[config.mk]
export PLATFORM = sky130hd
export DESIGN_NAME = chunked_stop_and_wait_sender_top
export DESIGN_NICKNAME = d
export VERILOG_FILES = /design/src/sv/csws_pkg.sv /design/src/sv/csws_recip.sv /design/src/sv/csws_core.sv /design/src/sv/chunked_stop_and_wait_sender_top.sv
export SDC_FILE = /design/constraint.sdc
export NUM_CORES = 1
export LEC_CHECK = 0
export ABC_AREA = 1
export BUFFER_PORTS_ARGS = -buffer_cell sky130_fd_sc_hd__buf_4
export CORE_ASPECT_RATIO = 1.75
export CORE_MARGIN = 4
export CORE_UTILIZATION = 63
export DETAILED_ROUTE_END_ITERATION = 8
export PLACE_DENSITY = 0.82
export SETUP_SLACK_MARGIN = 0.3
export SLEW_MARGIN = 15
export SYNTH_ARGS = -nofsm -noshare
export SYNTH_HDL_FRONTEND = slang
export SYNTH_SLANG_ARGS = --single-unit
[constraint.sdc]
create_clock -name clk_i -period 9.5 [get_ports clk_i]
set_clock_uncertainty 0.05 [all_clocks]
set_input_delay 0.475 -clock clk_i [delete_from_list [all_inputs] [get_ports clk_i]]
set_output_delay 0.475 -clock clk_i [all_outputs]
set_load 0.02 [all_outputs]
[src/sv/csws_pkg.sv]
// Shared types and constants for the chunked stop-and-wait sender.
// Used by csws_recip, csws_core and chunked_stop_and_wait_sender_top.
package csws_pkg;

  typedef enum logic [1:0] {
    REQ_START = 2'd0,
    REQ_ACK   = 2'd1,
    REQ_POLL  = 2'd2,
    REQ_LINK  = 2'd3
  } req_e;

  localparam logic        KIND_HDR  = 1'b0;
  localparam logic        KIND_DATA = 1'b1;
  localparam logic [15:0] SEQ_ANY   = 16'hFFFF;

  localparam int unsigned IN_DATA_W  = 48;
  localparam int unsigned IN_USER_W  = 2;
  localparam int unsigned OUT_DATA_W = 96;
  localparam int unsigned OUT_USER_W = 1;

  // Shift of the reciprocal used for the packet-count estimate.
  localparam int unsigned RECIP_SHIFT = 31;

  typedef struct packed {
    req_e        req;
    logic [23:0] len;
    logic [15:0] ack;
    logic        link;
    logic [24:0] quot_est;  // estimate of ceil(len / chunk), low by at most one
  } item_t;

  typedef struct packed {
    logic        pkt_valid;
    logic        pkt_kind;
    logic [15:0] pkt_seq;
    logic [23:0] pkt_offset;
    logic [7:0]  pkt_len;
    logic [23:0] hdr_length;
    logic [15:0] hdr_packets;
    logic        transfer_done;
    logic        busy_res;
    logic        awaiting_ack;
  } res_t;

endpackage

[src/sv/csws_recip.sv]
// Reciprocal multiply that estimates ceil(len / CHUNK_BYTES).
// Depends on csws_pkg for the reciprocal shift.
module csws_recip #(
  parameter int unsigned CHUNK_BYTES = 180
) (
  input  logic [23:0] len_i,
  output logic [24:0] quot_est_o
);

  localparam int unsigned S = csws_pkg::RECIP_SHIFT;
  localparam logic [31:0] RECIP = 32'((64'd1 << S) / CHUNK_BYTES);
  localparam logic [24:0] ROUND_UP = 25'(CHUNK_BYTES - 1);

  logic [24:0] dividend;
  logic [56:0] prod;

  assign dividend   = {1'b0, len_i} + ROUND_UP;
  assign prod       = 57'(dividend) * 57'(RECIP);
  assign quot_est_o = prod[S+24:S];

endmodule

[src/sv/csws_core.sv]
// Transfer state and per-beat step of the chunked stop-and-wait sender.
// Depends on csws_pkg for the item and result types and request codes.
module csws_core #(
  parameter int unsigned CHUNK_BYTES = 180
) (
  input  logic              clk_i,
  input  logic              rst_ni,
  input  logic              fire_i,
  input  csws_pkg::item_t   item_i,
  output csws_pkg::res_t    res_o
);

  localparam logic [24:0] CHUNK25  = 25'(CHUNK_BYTES);
  localparam logic [23:0] CHUNK24  = 24'(CHUNK_BYTES);
  localparam logic [7:0]  CHUNK8   = 8'(CHUNK_BYTES);
  localparam logic [24:0] ROUND_UP = 25'(CHUNK_BYTES - 1);
  localparam logic [23:0] LEN_MAX  = 24'(CHUNK_BYTES * 65535);

  logic        sending_q, sending_d;
  logic        header_done_q, header_done_d;
  logic        wait_ack_q, wait_ack_d;
  logic        connected_q, connected_d;
  logic [15:0] next_seq_q, next_seq_d;
  logic [15:0] packet_total_q, packet_total_d;
  logic [23:0] byte_offset_q, byte_offset_d;
  logic [23:0] total_length_q, total_length_d;

  logic [24:0] dividend;
  logic [24:0] est_back;
  logic [24:0] rem;
  logic [24:0] count;
  logic [23:0] remain;
  logic [7:0]  plen;

  // Fix the reciprocal estimate up by one where the remainder still holds a chunk.
  assign dividend = {1'b0, item_i.len} + ROUND_UP;
  assign est_back = 25'(item_i.quot_est * CHUNK25);
  assign rem      = dividend - est_back;
  assign count    = item_i.quot_est + ((rem >= CHUNK25) ? 25'd1 : 25'd0);

  assign remain = total_length_q - byte_offset_q;
  assign plen   = (remain < CHUNK24) ? remain[7:0] : CHUNK8;

  always_comb begin
    sending_d      = sending_q;
    header_done_d  = header_done_q;
    wait_ack_d     = wait_ack_q;
    connected_d    = connected_q;
    next_seq_d     = next_seq_q;
    packet_total_d = packet_total_q;
    byte_offset_d  = byte_offset_q;
    total_length_d = total_length_q;
    res_o          = '0;
    case (item_i.req)
      csws_pkg::REQ_START: begin
        if (connected_q && (item_i.len <= LEN_MAX)) begin
          total_length_d = item_i.len;
          byte_offset_d  = '0;
          next_seq_d     = '0;
          packet_total_d = count[15:0];
          sending_d      = 1'b1;
          header_done_d  = 1'b0;
          wait_ack_d     = 1'b0;
        end
      end
      csws_pkg::REQ_ACK: begin
        if ((item_i.ack == next_seq_q) || (item_i.ack == csws_pkg::SEQ_ANY)) begin
          wait_ack_d = 1'b0;
        end
      end
      csws_pkg::REQ_POLL: begin
        if (sending_q && connected_q && !wait_ack_q) begin
          if (!header_done_q) begin
            res_o.pkt_valid   = 1'b1;
            res_o.pkt_kind    = csws_pkg::KIND_HDR;
            res_o.hdr_length  = total_length_q;
            res_o.hdr_packets = packet_total_q;
            header_done_d     = 1'b1;
            wait_ack_d        = 1'b1;
          end else begin
            if (next_seq_q < packet_total_q) begin
              res_o.pkt_valid  = 1'b1;
              res_o.pkt_kind   = csws_pkg::KIND_DATA;
              res_o.pkt_seq    = next_seq_q;
              res_o.pkt_offset = byte_offset_q;
              res_o.pkt_len    = plen;
              byte_offset_d    = byte_offset_q + {16'd0, plen};
              wait_ack_d       = 1'b1;
              next_seq_d       = next_seq_q + 16'd1;
            end
            // End on the last packet (ack still awaited) or after an empty header.
            if (next_seq_d >= packet_total_q) begin
              sending_d           = 1'b0;
              res_o.transfer_done = 1'b1;
            end
          end
        end
      end
      csws_pkg::REQ_LINK: begin
        connected_d = item_i.link;
      end
      default: begin
      end
    endcase
    res_o.busy_res     = sending_d;
    res_o.awaiting_ack = wait_ack_d;
  end

  always_ff @(posedge clk_i or negedge rst_ni) begin
    if (!rst_ni) begin
      sending_q      <= 1'b0;
      header_done_q  <= 1'b0;
      wait_ack_q     <= 1'b0;
      connected_q    <= 1'b0;
      next_seq_q     <= '0;
      packet_total_q <= '0;
      byte_offset_q  <= '0;
      total_length_q <= '0;
    end else if (fire_i) begin
      sending_q      <= sending_d;
      header_done_q  <= header_done_d;
      wait_ack_q     <= wait_ack_d;
      connected_q    <= connected_d;
      next_seq_q     <= next_seq_d;
      packet_total_q <= packet_total_d;
      byte_offset_q  <= byte_offset_d;
      total_length_q <= total_length_d;
    end
  end

endmodule

[src/sv/chunked_stop_and_wait_sender_top.sv]
// Chunked stop-and-wait sender: turns start, ack, poll and link events into
// packet descriptors. Depends on csws_pkg, csws_recip and csws_core.
//
// One result beat comes out for every input beat, in order. The block takes a
// beat every cycle while the result side does not stall. A beat passes through
// two registers: an input register, which also holds the reciprocal-multiply
// estimate of the packet count, and a result register, from which the result
// is presented. The count correction and the transfer state update sit between
// the two, and the state advances as each beat moves into the result register.
// CHUNK_BYTES sets the payload size per packet (1 to 255); a start whose
// length would need more than 65535 packets is dropped, as is a start while
// the link is down.
module chunked_stop_and_wait_sender_top #(
  parameter int unsigned CHUNK_BYTES = 180
) (
  input  logic                                clk_i,
  input  logic                                rst_ni,
  input  logic                                s_axis_tvalid_i,
  output logic                                s_axis_tready_o,
  // image_length[23:0], ack_seq[39:24], link_up[40], zero fill
  input  logic [csws_pkg::IN_DATA_W-1:0]      s_axis_tdata_i,
  // req_type[1:0]
  input  logic [csws_pkg::IN_USER_W-1:0]      s_axis_tuser_i,
  output logic                                m_axis_tvalid_o,
  input  logic                                m_axis_tready_i,
  // pkt_valid[0], pkt_seq[16:1], pkt_offset[40:17], pkt_len[48:41],
  // hdr_length[72:49], hdr_packets[88:73], transfer_done[89], busy_res[90],
  // awaiting_ack[91], zero fill
  output logic [csws_pkg::OUT_DATA_W-1:0]     m_axis_tdata_o,
  // pkt_kind[0]
  output logic [csws_pkg::OUT_USER_W-1:0]     m_axis_tuser_o
);

  logic             in_valid_q;
  csws_pkg::item_t  in_item_q;
  logic             out_valid_q;
  csws_pkg::res_t   out_res_q;

  logic             in_fire;
  logic             advance;
  logic [24:0]      quot_est;
  csws_pkg::res_t   step_res;

  assign advance         = in_valid_q && (!out_valid_q || m_axis_tready_i);
  assign s_axis_tready_o = !in_valid_q || advance;
  assign in_fire         = s_axis_tvalid_i && s_axis_tready_o;

  csws_recip #(
    .CHUNK_BYTES (CHUNK_BYTES)
  ) u_recip (
    .len_i      (s_axis_tdata_i[23:0]),
    .quot_est_o (quot_est)
  );

  csws_core #(
    .CHUNK_BYTES (CHUNK_BYTES)
  ) u_core (
    .clk_i  (clk_i),
    .rst_ni (rst_ni),
    .fire_i (advance),
    .item_i (in_item_q),
    .res_o  (step_res)
  );

  always_ff @(posedge clk_i or negedge rst_ni) begin
    if (!rst_ni) begin
      in_valid_q  <= 1'b0;
      out_valid_q <= 1'b0;
    end else begin
      if (in_fire) begin
        in_valid_q <= 1'b1;
      end else if (advance) begin
        in_valid_q <= 1'b0;
      end
      if (advance) begin
        out_valid_q <= 1'b1;
      end else if (m_axis_tready_i) begin
        out_valid_q <= 1'b0;
      end
    end
  end

  // Payload registers: load on the beat, hold otherwise.
  always_ff @(posedge clk_i) begin
    if (in_fire) begin
      in_item_q.req      <= csws_pkg::req_e'(s_axis_tuser_i);
      in_item_q.len      <= s_axis_tdata_i[23:0];
      in_item_q.ack      <= s_axis_tdata_i[39:24];
      in_item_q.link     <= s_axis_tdata_i[40];
      in_item_q.quot_est <= quot_est;
    end
    if (advance) begin
      out_res_q <= step_res;
    end
  end

  assign m_axis_tvalid_o = out_valid_q;
  assign m_axis_tuser_o  = out_res_q.pkt_kind;
  assign m_axis_tdata_o  = {4'd0,
                            out_res_q.awaiting_ack,
                            out_res_q.busy_res,
                            out_res_q.transfer_done,
                            out_res_q.hdr_packets,
                            out_res_q.hdr_length,
                            out_res_q.pkt_len,
                            out_res_q.pkt_offset,
                            out_res_q.pkt_seq,
                            out_res_q.pkt_valid};

endmodule

==> key figures, run 1 <==
Run status
  • Status: complete, no violations

Synthesis
  • Post-synth top cells: inv_1 (662), nand2_1 (423), ha_1 (322), nor2_1 (223), fa_1 (199)
  • Count leader, synth: inv_1
  • Area share of and/or/nand/nor cells after synthesis: 0.150
  • Post-synth EDFFs: 154
  • Largest family of logic cells by synthesized area: adder cells
  • Synthesized area: 24100 um2
  • Cell count after synthesis: 2776
  • Mux contribution to synthesized area: 0.000468
  • Top-area cell type share of the netlist area: 0.192
  • Register area share after synthesis: 0.281
  • #FFs+latches synth: 240
  • Synthesis Warnings: 0
  • Top cells by area, synth: edfxtp_1 (19%), ha_1 (17%), fa_1 (17%), inv_1 (10%), dfrtp_1 (8.9%)
  • Library cells used by synthesis: 58
  • Synth area leader: edfxtp_1
  • Ys flop type: edfxtp_1
  • Post-synthesis compound-gate area fraction: 0.0827
  • Fraction of synthesized cell area in xor and xnor cells: 0.0433
  • Avg Inst Size Synth: 8.67 um2
  • Share of synthesized registers carrying an async set or reset: 0.358
  • Adder-cell area share of the yosys netlist: 0.333

Critical path
  • Worst R2R Setup Slack: a little over 0.8 ns
  • R2R Path End: u_core.packet_total_q[14]
  • Critical Path RT: 9.83 ns
  • Worst-path maximum fanout: 5
  • Most used cell, CP: nor2_1
  • Crit Path Class: register to register
  • Crit path arrival time: 9.00 ns
  • RR Startpoint: in_item_q[0]
  • Crit path largest cell delay: 0.61 ns
  • CP Launch Type: register
  • CP max stage cell: edfxtp_1
  • CP endpoint kind: register
  • Reg2Reg Depth: 40

Floorplanning
  • Die width: 156 um
  • Die ar.: 41500 um2
  • Cell Rows: 94
  • Die Height: 267 um
  • Core Area: between 30000 and 40000 um2
  • Initial core utilization: 0.640
  • Top-Level Pins: between 150 and 200

Global routing
  • Initial antenna violation count: 0
  • Grt ovf: 0
  • Global Route Usage Sum: 0.330
  • Pin count of the biggest net entering global routing: 62
  • First-pass GRT wire length: roughly 110 mm
  • Vias in the first global route: 20600

CTS
  • CTS buffer count: 23
  • Clk buf depth: 3
  • Number of H-tree levels: 1
  • TritonCTS clock tree: built
  • Root Buffer: clkbuf_16
  • Clock slew at reported path FFs: 0.07 ns
  • Skew-Pair Late Insertion Delay: 0.54 ns
  • Clk sinks: 240

STA
  • Max-slew violations: 0
  • Final min period: 8.67 ns
  • Worst slew pin tran: 0.906 ns
  • # setup viols final: 0
  • RSZ-0062 raised after global routing: false
  • Fmax: 115 MHz
  • Max-Slew Margin vs Limit: 0.396
  • Final Hold Fails: 0
  • Setup TNS Final: 0 ns
  • Fin crit share: 0.913

Detailed routing
  • Post-route DRC: 0
  • Met3 routed WL: 2.69 mm
  • Final ANT Viol Nets: 0
  • DR top layer: met4
  • Routed WL: 68.0 mm
  • Vias: roughly 19000
  • DR pass1 iterations: 6
  • WL per Instance: just under 20 um
  • DRT iter0 DRCs: slightly below 1000
  • Via/cell ratio: about 5.7
  • Wire length on met2: 37.1 mm
  • M1 WL: 21.0 mm

Placed design
  • Cells after DPL: 3380
  • I/O Buffers: 141
  • HPWL after DPL: 57.4 mm
  • Post-DP Area: 25700 um2
  • Gp weighted congestion: 1.04

Hold path
  • Worst hold path startpoint: s_axis_tdata_i[40]
  • HP Class: input port to register
  • WHS Endpoint: in_item_q[25]
  • Hold path cells: 1

Job
  • MaxCap Viol Count: 0

Cells and area
  • Antenna Cells: 0
  • Design Area, Final: approximately 26000 um2
  • Area growth syn-to-layout: 9.93%
  • Share of layout cells above drive strength 1: 0.0799
  • Final Core Density: 0.703
  • Non-Filler Instances: around 3400
  • Nets@finish: about 3500
## sequential cells by signal (all words and copies together), names as in the netlist
name,flops
u_core.sending_q,1
in_item_q,61
u_core.wait_ack_q,1
m_axis_tvalid_o,1
in_valid_q,1
u_core.byte_offset_q,24
m_axis_tdata_o,92
u_core.total_length_q,24
m_axis_tuser_o,1
u_core.header_done_q,1
u_core.packet_total_q,16
u_core.next_seq_q,16
u_core.connected_q,1
## layout by cell type (no fill, tap or decap), types with 7 or more instances in the layout
cell	instances
nand2_1	423
nor3_1	35
o21a_1	11
dfrtp_1	86
xnor2_1	28
a31oi_1	9
ha_1	322
nand4_1	40
xor2_1	91
nand2_2	11
clkbuf_16	24
inv_1	660
o22ai_1	23
nand3_1	69
o21ai_0	106
o31ai_1	7
fa_1	199
nor2_2	7
edfxtp_1	154
a21oi_1	142
o21bai_1	8
buf_4	149
nor4_1	13
nor2_1	223
## worst max-delay path: cells and delay by family, from the launching register on
kind / cells / cell delay, ns
AOI/OAI and AO/OA: 12 / 2.48
adders and majority gates: 7 / 2.78
DFF: 1 / 0.61
xor gates and xnor gates: 1 / 0.32
and+or+nand+nor: 18 / 2.09
buffers and inverters: 2 / 0.18
## per-stage QoR
step                setup WS (ns)  hold slack (ns)
floorplan                    2.08            0.129
global placement            0.862            0.414
detailed placement          0.664            0.425
CTS                         0.627           0.0531
global route                0.313           0.0511
finish                      0.828           0.0673
## metal layers
layer | up-vias | track usage
li1 | 9124 | -
met1 | 9219 | 0.304
met2 | 752 | 0.634
met3 | 333 | 0.0287
met4 | 0 | 0.278
met5 | - | 0
## what timing repair did
item	in CTS	in global routing
setup endpoints to repair	0	3
setup buffers	0	0
gates resized for setup	0	4
hold buffers	1	0
endpoints found under the hold margin	37	0
## worst max path at each step
stage,startpoint,to,slack [ns]
after floorplan,s_axis_tdata_i[0],in_item_q[14],2.08
after global placement,s_axis_tdata_i[0],in_item_q[14],0.86
after detailed placement,in_item_q[0],u_core.packet_total_q[14],0.66
after CTS,in_item_q[0],u_core.packet_total_q[14],0.63
after global routing,in_item_q[4],u_core.packet_total_q[14],0.31
final,in_item_q[0],u_core.packet_total_q[14],0.83
## kinds of logic after synthesis
logic type	after synthesis
muxes	1
and+or+nand+nor	847
buffers and inverters	697
other	1
adders and majority gates	521
AOI/OAI and AO/OA	350
xor gates and xnor gates	119
DFF	240
## cell type report
class	instances	area, um2
Timing Repair Buffer	150	1130
Sequential cell	240	6780
Clock inverter	11	98.8
Clock buffer	31	667
Fill cell	3022	11200
Multi-Input combinational cell	1842	14700
Inverter	669	2510
Tap cell	480	601
Power of run 1 is left out: the tool's default activity adds up to more than one toggle a clock period on the data nets, which glitch-free logic cannot reach.
==> run 2, diff against run 1 <==
Settings changed: CORE_ASPECT_RATIO 1.75 to 1.4, CORE_UTILIZATION 63 to 64, CTS_BUF_LIST set to sky130_fd_sc_hd__clkbuf_8, PLACE_DENSITY 0.82 to 0.83.
==> run 2 against run 1 <==
Effect of this change: first-iteration DRC count rose by 16%; count of clock-buffer cells in the layout rose by 10; register-to-register slack improved by 0.03 ns; largest cell class unchanged; sequential share of layout area rose by 0.053 points; via count fell by 1.7%; maximum frequency rose by 0.39%; die area fell by 1.7%; core utilization rose by 1.1 points; global-route usage fell by 2.7 points; design area fell by 0.21%; final cell count rose by 0.20%; hold slack got worse by 0.017 ns.
==> key figures, run 2 (synthesis gave the netlist of run 1 again) <==
Run status
  • Status: complete, no violations

CTS
  • Setup Buffers After CTS: 0 (unchanged)
  • Root Buffer: clkbuf_8
  • CTS buffer count: 35 (+52%)
  • TritonCTS clock tree: built
  • Clk buf depth: 3 (unchanged)
  • Clock slew at reported path FFs: 0.07 ns (about the same)
  • Clk sinks: 240 (unchanged)
  • Skew-Pair Late Insertion Delay: 0.55 ns (about the same)
  • Number of H-tree levels: 2 (+1)

Critical path
  • R2R Path End: u_core.packet_total_q[14]
  • Worst-path maximum fanout: 6 (+1)
  • CP Launch Type: register
  • Most used cell, CP: nand2_1
  • Critical Path RT: 9.84 ns (about the same)
  • RR Startpoint: in_item_q[4]
  • CP endpoint kind: register
  • Crit path arrival time: 8.98 ns (-0.02 ns)
  • Reg2Reg Depth: 44 (+10%)
  • CP max stage cell: fa_1
  • Crit path largest cell delay: 0.53 ns (-0.08 ns)
  • Crit Path Class: register to register
  • Worst R2R Setup Slack: 0.86 ns (+0.03 ns)

Floorplanning
  • Die ar.: 40800 um2 (-1.7%)
  • Die width: 172 um (+10%)
  • Cell Rows: 83 (-12%)
  • Die Height: 237 um (-11%)
  • Top-Level Pins: 153 (unchanged)
  • Initial core utilization: 0.651 (+0.0115)
  • Core Area: 37000 um2 (-1.8%)

Detailed routing
  • Routed WL: 61.5 mm (-9.6%)
  • Via/cell ratio: 5.57 (-1.9%)
  • Vias: 19100 (-1.7%)
  • DR pass1 iterations: 6 (unchanged)
  • WL per Instance: 17.9 um (-9.8%)
  • Post-route DRC: 0 (unchanged)
  • Final ANT Viol Nets: 0 (unchanged)
  • DRT iter0 DRCs: 1127 (+16%)

STA
  • # setup viols final: 0 (unchanged)
  • Final Hold Fails: 0 (unchanged)
  • Fmax: 116 MHz (+0.39%)
  • RSZ-0062 raised after global routing: false
  • Worst hold margin: 0.0504 ns (-0.0169 ns)
  • Worst slew pin tran: 1.14 ns (+0.231 ns)
  • Setup TNS Final: 0 ns (unchanged)
  • Max-Slew Margin vs Limit: 0.242 (-0.154)
  • Max-slew violations: 0 (unchanged)
  • Fin crit share: 0.909 (-0.00351)
  • Final min period: 8.64 ns (-0.0333 ns)

Placed design
  • HPWL after DPL: 52.0 mm (-9.4%)
  • I/O Buffers: 141 (unchanged)
  • Gp weighted congestion: 1.01 (-2.2%)

Cells and area
  • Commonest cells after routing, fill and taps aside: inv_1 (666), nand2_1 (423), ha_1 (322)
  • Number of flip-flops under the largest register name: 92 (unchanged)
  • Area growth syn-to-layout: 9.70%
  • Share of layout cells above drive strength 1: 0.0837 (+0.00388)
  • Commonest non-fill, non-tap cell in the layout: inv_1
  • Nets@finish: 3512 (+0.31%)

Hold path
  • Hold path cells: 1 (unchanged)
  • WHS Endpoint: in_item_q[29]
  • Worst hold path startpoint: s_axis_tdata_i[27]
  • HP Class: input port to register

Global routing
  • Pin count of the biggest net entering global routing: 91 (+47%)
  • Global Route Usage Sum: 0.303 (-0.0267)
  • Grt ovf: 0 (unchanged)
  • Initial antenna violation count: 0 (unchanged)
  • Vias in the first global route: 20200 (-1.7%)
  • First-pass GRT wire length: 97.9 mm (-7.3%)

Job
  • MaxCap Viol Count: 0 (unchanged)
-- run 2: how the worst max path moves through the flow --
stage,startpoint,endpoint,slack (ns),cells past startpoint
3_3_place_gp,s_axis_tdata_i[0],in_item_q[14],0.90,36
3_5_place_dp,s_axis_tdata_i[0],in_item_q[14],0.74,36
6_report,in_item_q[4],u_core.packet_total_q[14],0.86,44
2_1_floorplan,s_axis_tdata_i[0],in_item_q[14],2.08,34
5_1_grt,in_item_q[4],u_core.packet_total_q[14],0.32,44
4_1_cts,in_item_q[4],u_core.packet_total_q[14],0.86,44
-- run 2: what timing repair did --
item | CTS | global route
endpoints found under the setup margin | 0 | 2
endpoints found under the hold margin | 41 | 0
resized for setup | 0 | 1
hold buffers | 1 | 0
-- run 2: critical path: cells and delay by family, from the launching register on --
kind | cells | cell delay (ns)
adder cells (fa/ha/maj) | 7 | 2.58
AND/OR/NAND/NOR | 20 | 2.31
buffers and inverters | 4 | 0.27
flip-flops | 1 | 0.52
AO/OA/AOI/OAI | 12 | 2.42
XOR/XNOR | 1 | 0.33
-- run 2: layer usage --
layer	GRT usage	part of all wire
met5	0	0
met4	0.198	0.078
met3	0.0283	0.046
met2	0.561	0.53
met1	0.323	0.35
-- run 2: per-stage QoR --
step	std cells	setup slack, ns	utilization	instance area [um2]
floorplan	2779	2.08	-	24100
global placement	3366	0.904	0.694	25700
finish	3430	0.862	0.714	26400
detailed placement	3366	0.742	0.694	25700
global route	3429	0.315	0.714	26400
CTS	3429	0.856	0.714	26400
-- run 2: area by class of cell --
| type | count | area [um2] |
|---|---|---|
| Inverter | 669 | 2510 |
| Sequential cell | 240 | 6780 |
| Antenna cell | 1 | 2.50 |
| Clock inverter | 21 | 174 |
| Multi-Input combinational cell | 1842 | 14700 |
| Timing Repair Buffer | 149 | 1120 |
| Fill cell | 2845 | 10600 |
| Clock buffer | 41 | 564 |
| Tap cell | 467 | 584 |
Power of run 2 is left out for the same reason.
==> run 3, diff against run 2 <==
Settings changed: CORE_UTILIZATION 64 to 65, PLACE_DENSITY 0.83 to 0.85.
Clock period 9.5 ns to 10.4 ns, I/O delays scaled along.
==> run 3 against run 2 <==
Effect of this change: register-to-register slack improved by 0.79 ns; sequential share of layout area about the same; die area fell by 1.5%; count of clock-buffer cells in the layout decreased by 2; critical path depth down 1; non-clock buffer count fell by 1.
==> key figures, run 3 (synthesis gave the netlist of run 1 again) <==
CTS
  • CTS buffer count: 36 (+2.9%)
  • Clk buf depth: 3 (unchanged)
  • Clock slew at reported path FFs: 0.07 ns (about the same)
  • Clk sinks: 240 (unchanged)
  • Skew-Pair Late Insertion Delay: 0.57 ns (+0.02 ns)
  • # hold bufs at CTS: 1 (unchanged)
  • CTS resizes: 0 (unchanged)
  • Root Buffer: clkbuf_8
  • TritonCTS clock tree: built
  • Number of H-tree levels: 2 (unchanged)
  • Setup Buffers After CTS: 0 (unchanged)

STA
  • Fmax: 114 MHz (-1.3%)
  • # setup viols final: 0 (unchanged)
  • Setup TNS Final: 0 ns (unchanged)
  • Max-slew violations: 0 (unchanged)
  • Final min period: 8.75 ns (+0.111 ns)
  • Final Hold Fails: 0 (unchanged)
  • RSZ-0062 raised after global routing: false
  • Max-Slew Margin vs Limit: 0.311 (+0.0694)
  • Worst slew pin tran: 1.03 ns (-0.104 ns)
  • Fin crit share: 0.841 (-0.0680)

Detailed routing
  • Vias: 19500 (+2.2%)
  • Routed WL: 63.4 mm (+3.0%)
  • DR pass1 iterations: 5 (-1)
  • Final ANT Viol Nets: 0 (unchanged)
  • DRT iter0 DRCs: 1573 (+40%)
  • WL per Instance: 18.5 um (+3.0%)
  • Via/cell ratio: 5.69 (+2.1%)
  • Post-route DRC: 0 (unchanged)

Cells and area
  • Commonest cells after routing, fill and taps aside: inv_1 (666), nand2_1 (423), ha_1 (322)
  • Filler cells: 2734 (-3.9%)
  • Area of the multi-input gates: 14700 um2 (unchanged)
  • Nets@finish: 3512 (unchanged)
  • Area growth syn-to-layout: 9.66% (about the same)
  • Share of layout cells above drive strength 1: 0.0836 (-0.0000847)
  • Register Area: 6780 um2 (unchanged)
  • Number of flip-flops under the largest register name: 92 (unchanged)
  • Antenna Cells: 0 (-1)
  • Commonest non-fill, non-tap cell in the layout: inv_1

Hold path
  • HP Class: input port to register

Critical path
  • Critical Path RT: 10.77 ns (+0.93 ns)
  • Crit path largest cell delay: 0.54 ns (about the same)
  • Delay-heaviest family, CP: adder cells
  • CP Launch Type: register
  • Crit Path Class: register to register
  • CP endpoint kind: register
  • Worst-path maximum fanout: 6 (unchanged)
  • CP max stage cell: edfxtp_1
  • Crit path arrival time: 9.12 ns (+0.14 ns)
  • Buf/Inv on CP: 4 (unchanged)

Global routing
  • Pin count of the biggest net entering global routing: 77 (-15%)
  • Grt ovf: 0 (unchanged)
  • First-pass GRT wire length: 102 mm (+4.5%)
  • Initial antenna violation count: 0 (unchanged)
  • Vias in the first global route: 20700 (+2.2%)
  • Global Route Usage Sum: 0.321 (+0.0176)

Placed design
  • HPWL after DPL: 52.6 mm (+1.2%)
  • I/O Buffers: 141 (unchanged)
  • Gp weighted congestion: 1.03 (+2.2%)

Floorplanning
  • Top-Level Pins: 153 (unchanged)
  • Die width: 171 um (-0.74%)
  • Cell Rows: 83 (unchanged)
  • Core Area: 36700 um2 (-0.84%)
  • Initial core utilization: 0.657 (+0.00553)
  • Die ar.: 40200 um2 (-1.5%)
  • Die Height: 236 um (-0.75%)

Job
  • MaxCap Viol Count: 0 (unchanged)

Run status
  • Status: complete, no violations
## run 3: changes by cell type in the layout (fill, tap and decap cells not counted)
| cell | change |
|---|---|
| a21boi_0 | +1 |
| a21boi_1 | -1 |
| buf_4 | -1 |
| clkbuf_8 | -2 |
| clkinv_1 | +3 |
| clkinv_2 | +3 |
| diode_2 | -1 |
## run 3: layout make-up
type	count	share of cell area
Multi-Input combinational cell	1842	0.556
Sequential cell	240	0.257
Clock buffer	39	0.0203
Tap cell	467	0.0221
Timing Repair Buffer	148	0.0422
Clock inverter	27	0.00758
Inverter	669	0.0952
## run 3: routing by layer
metal	wire (um)	share of wire	vias to the layer above	global-route usage
met3	3310	0.052	279	0.0361
met5	0	0	-	0
met1	21700	0.34	9287	0.342
met4	5280	0.083	0	0.218
li1	-	-	9173	-
met2	33100	0.52	785	0.583
## run 3: final timing paths
check,start,to,slack (ns),depth (start not counted)
worst max-delay path,in_item_q[4],u_core.packet_total_q[14],1.65,43
worst min-delay path,s_axis_tdata_i[36],in_item_q[38],0.08,1
worst max register to register,in_item_q[4],u_core.packet_total_q[14],1.65,43
worst min register to register,u_core.packet_total_q[1],u_core.packet_total_q[1],0.44,2
max in group asynchronous,rst_ni,u_core.next_seq_q[12],8.78,3
min in group asynchronous,rst_ni,u_core.byte_offset_q[9],0.26,2
## run 3: metrics by stage
| stage | cell area (um2) | setup slack (ns) | hold slack (ns) | utilization | instances |
|---|---|---|---|---|---|
| 5_1_grt | 26400 | 0.842 | 0.0654 | 0.720 | 3432 |
| 6_report | 26400 | 1.65 | 0.0844 | 0.720 | 3432 |
| 3_5_place_dp | 25700 | 1.42 | 0.312 | 0.700 | 3365 |
| 2_1_floorplan | 24100 | 2.94 | 0.174 | - | 2779 |
| 4_1_cts | 26400 | 1.80 | 0.0651 | 0.720 | 3432 |
| 3_3_place_gp | 25700 | 1.73 | 0.310 | 0.700 | 3365 |
Power of run 3 is left out for the same reason.
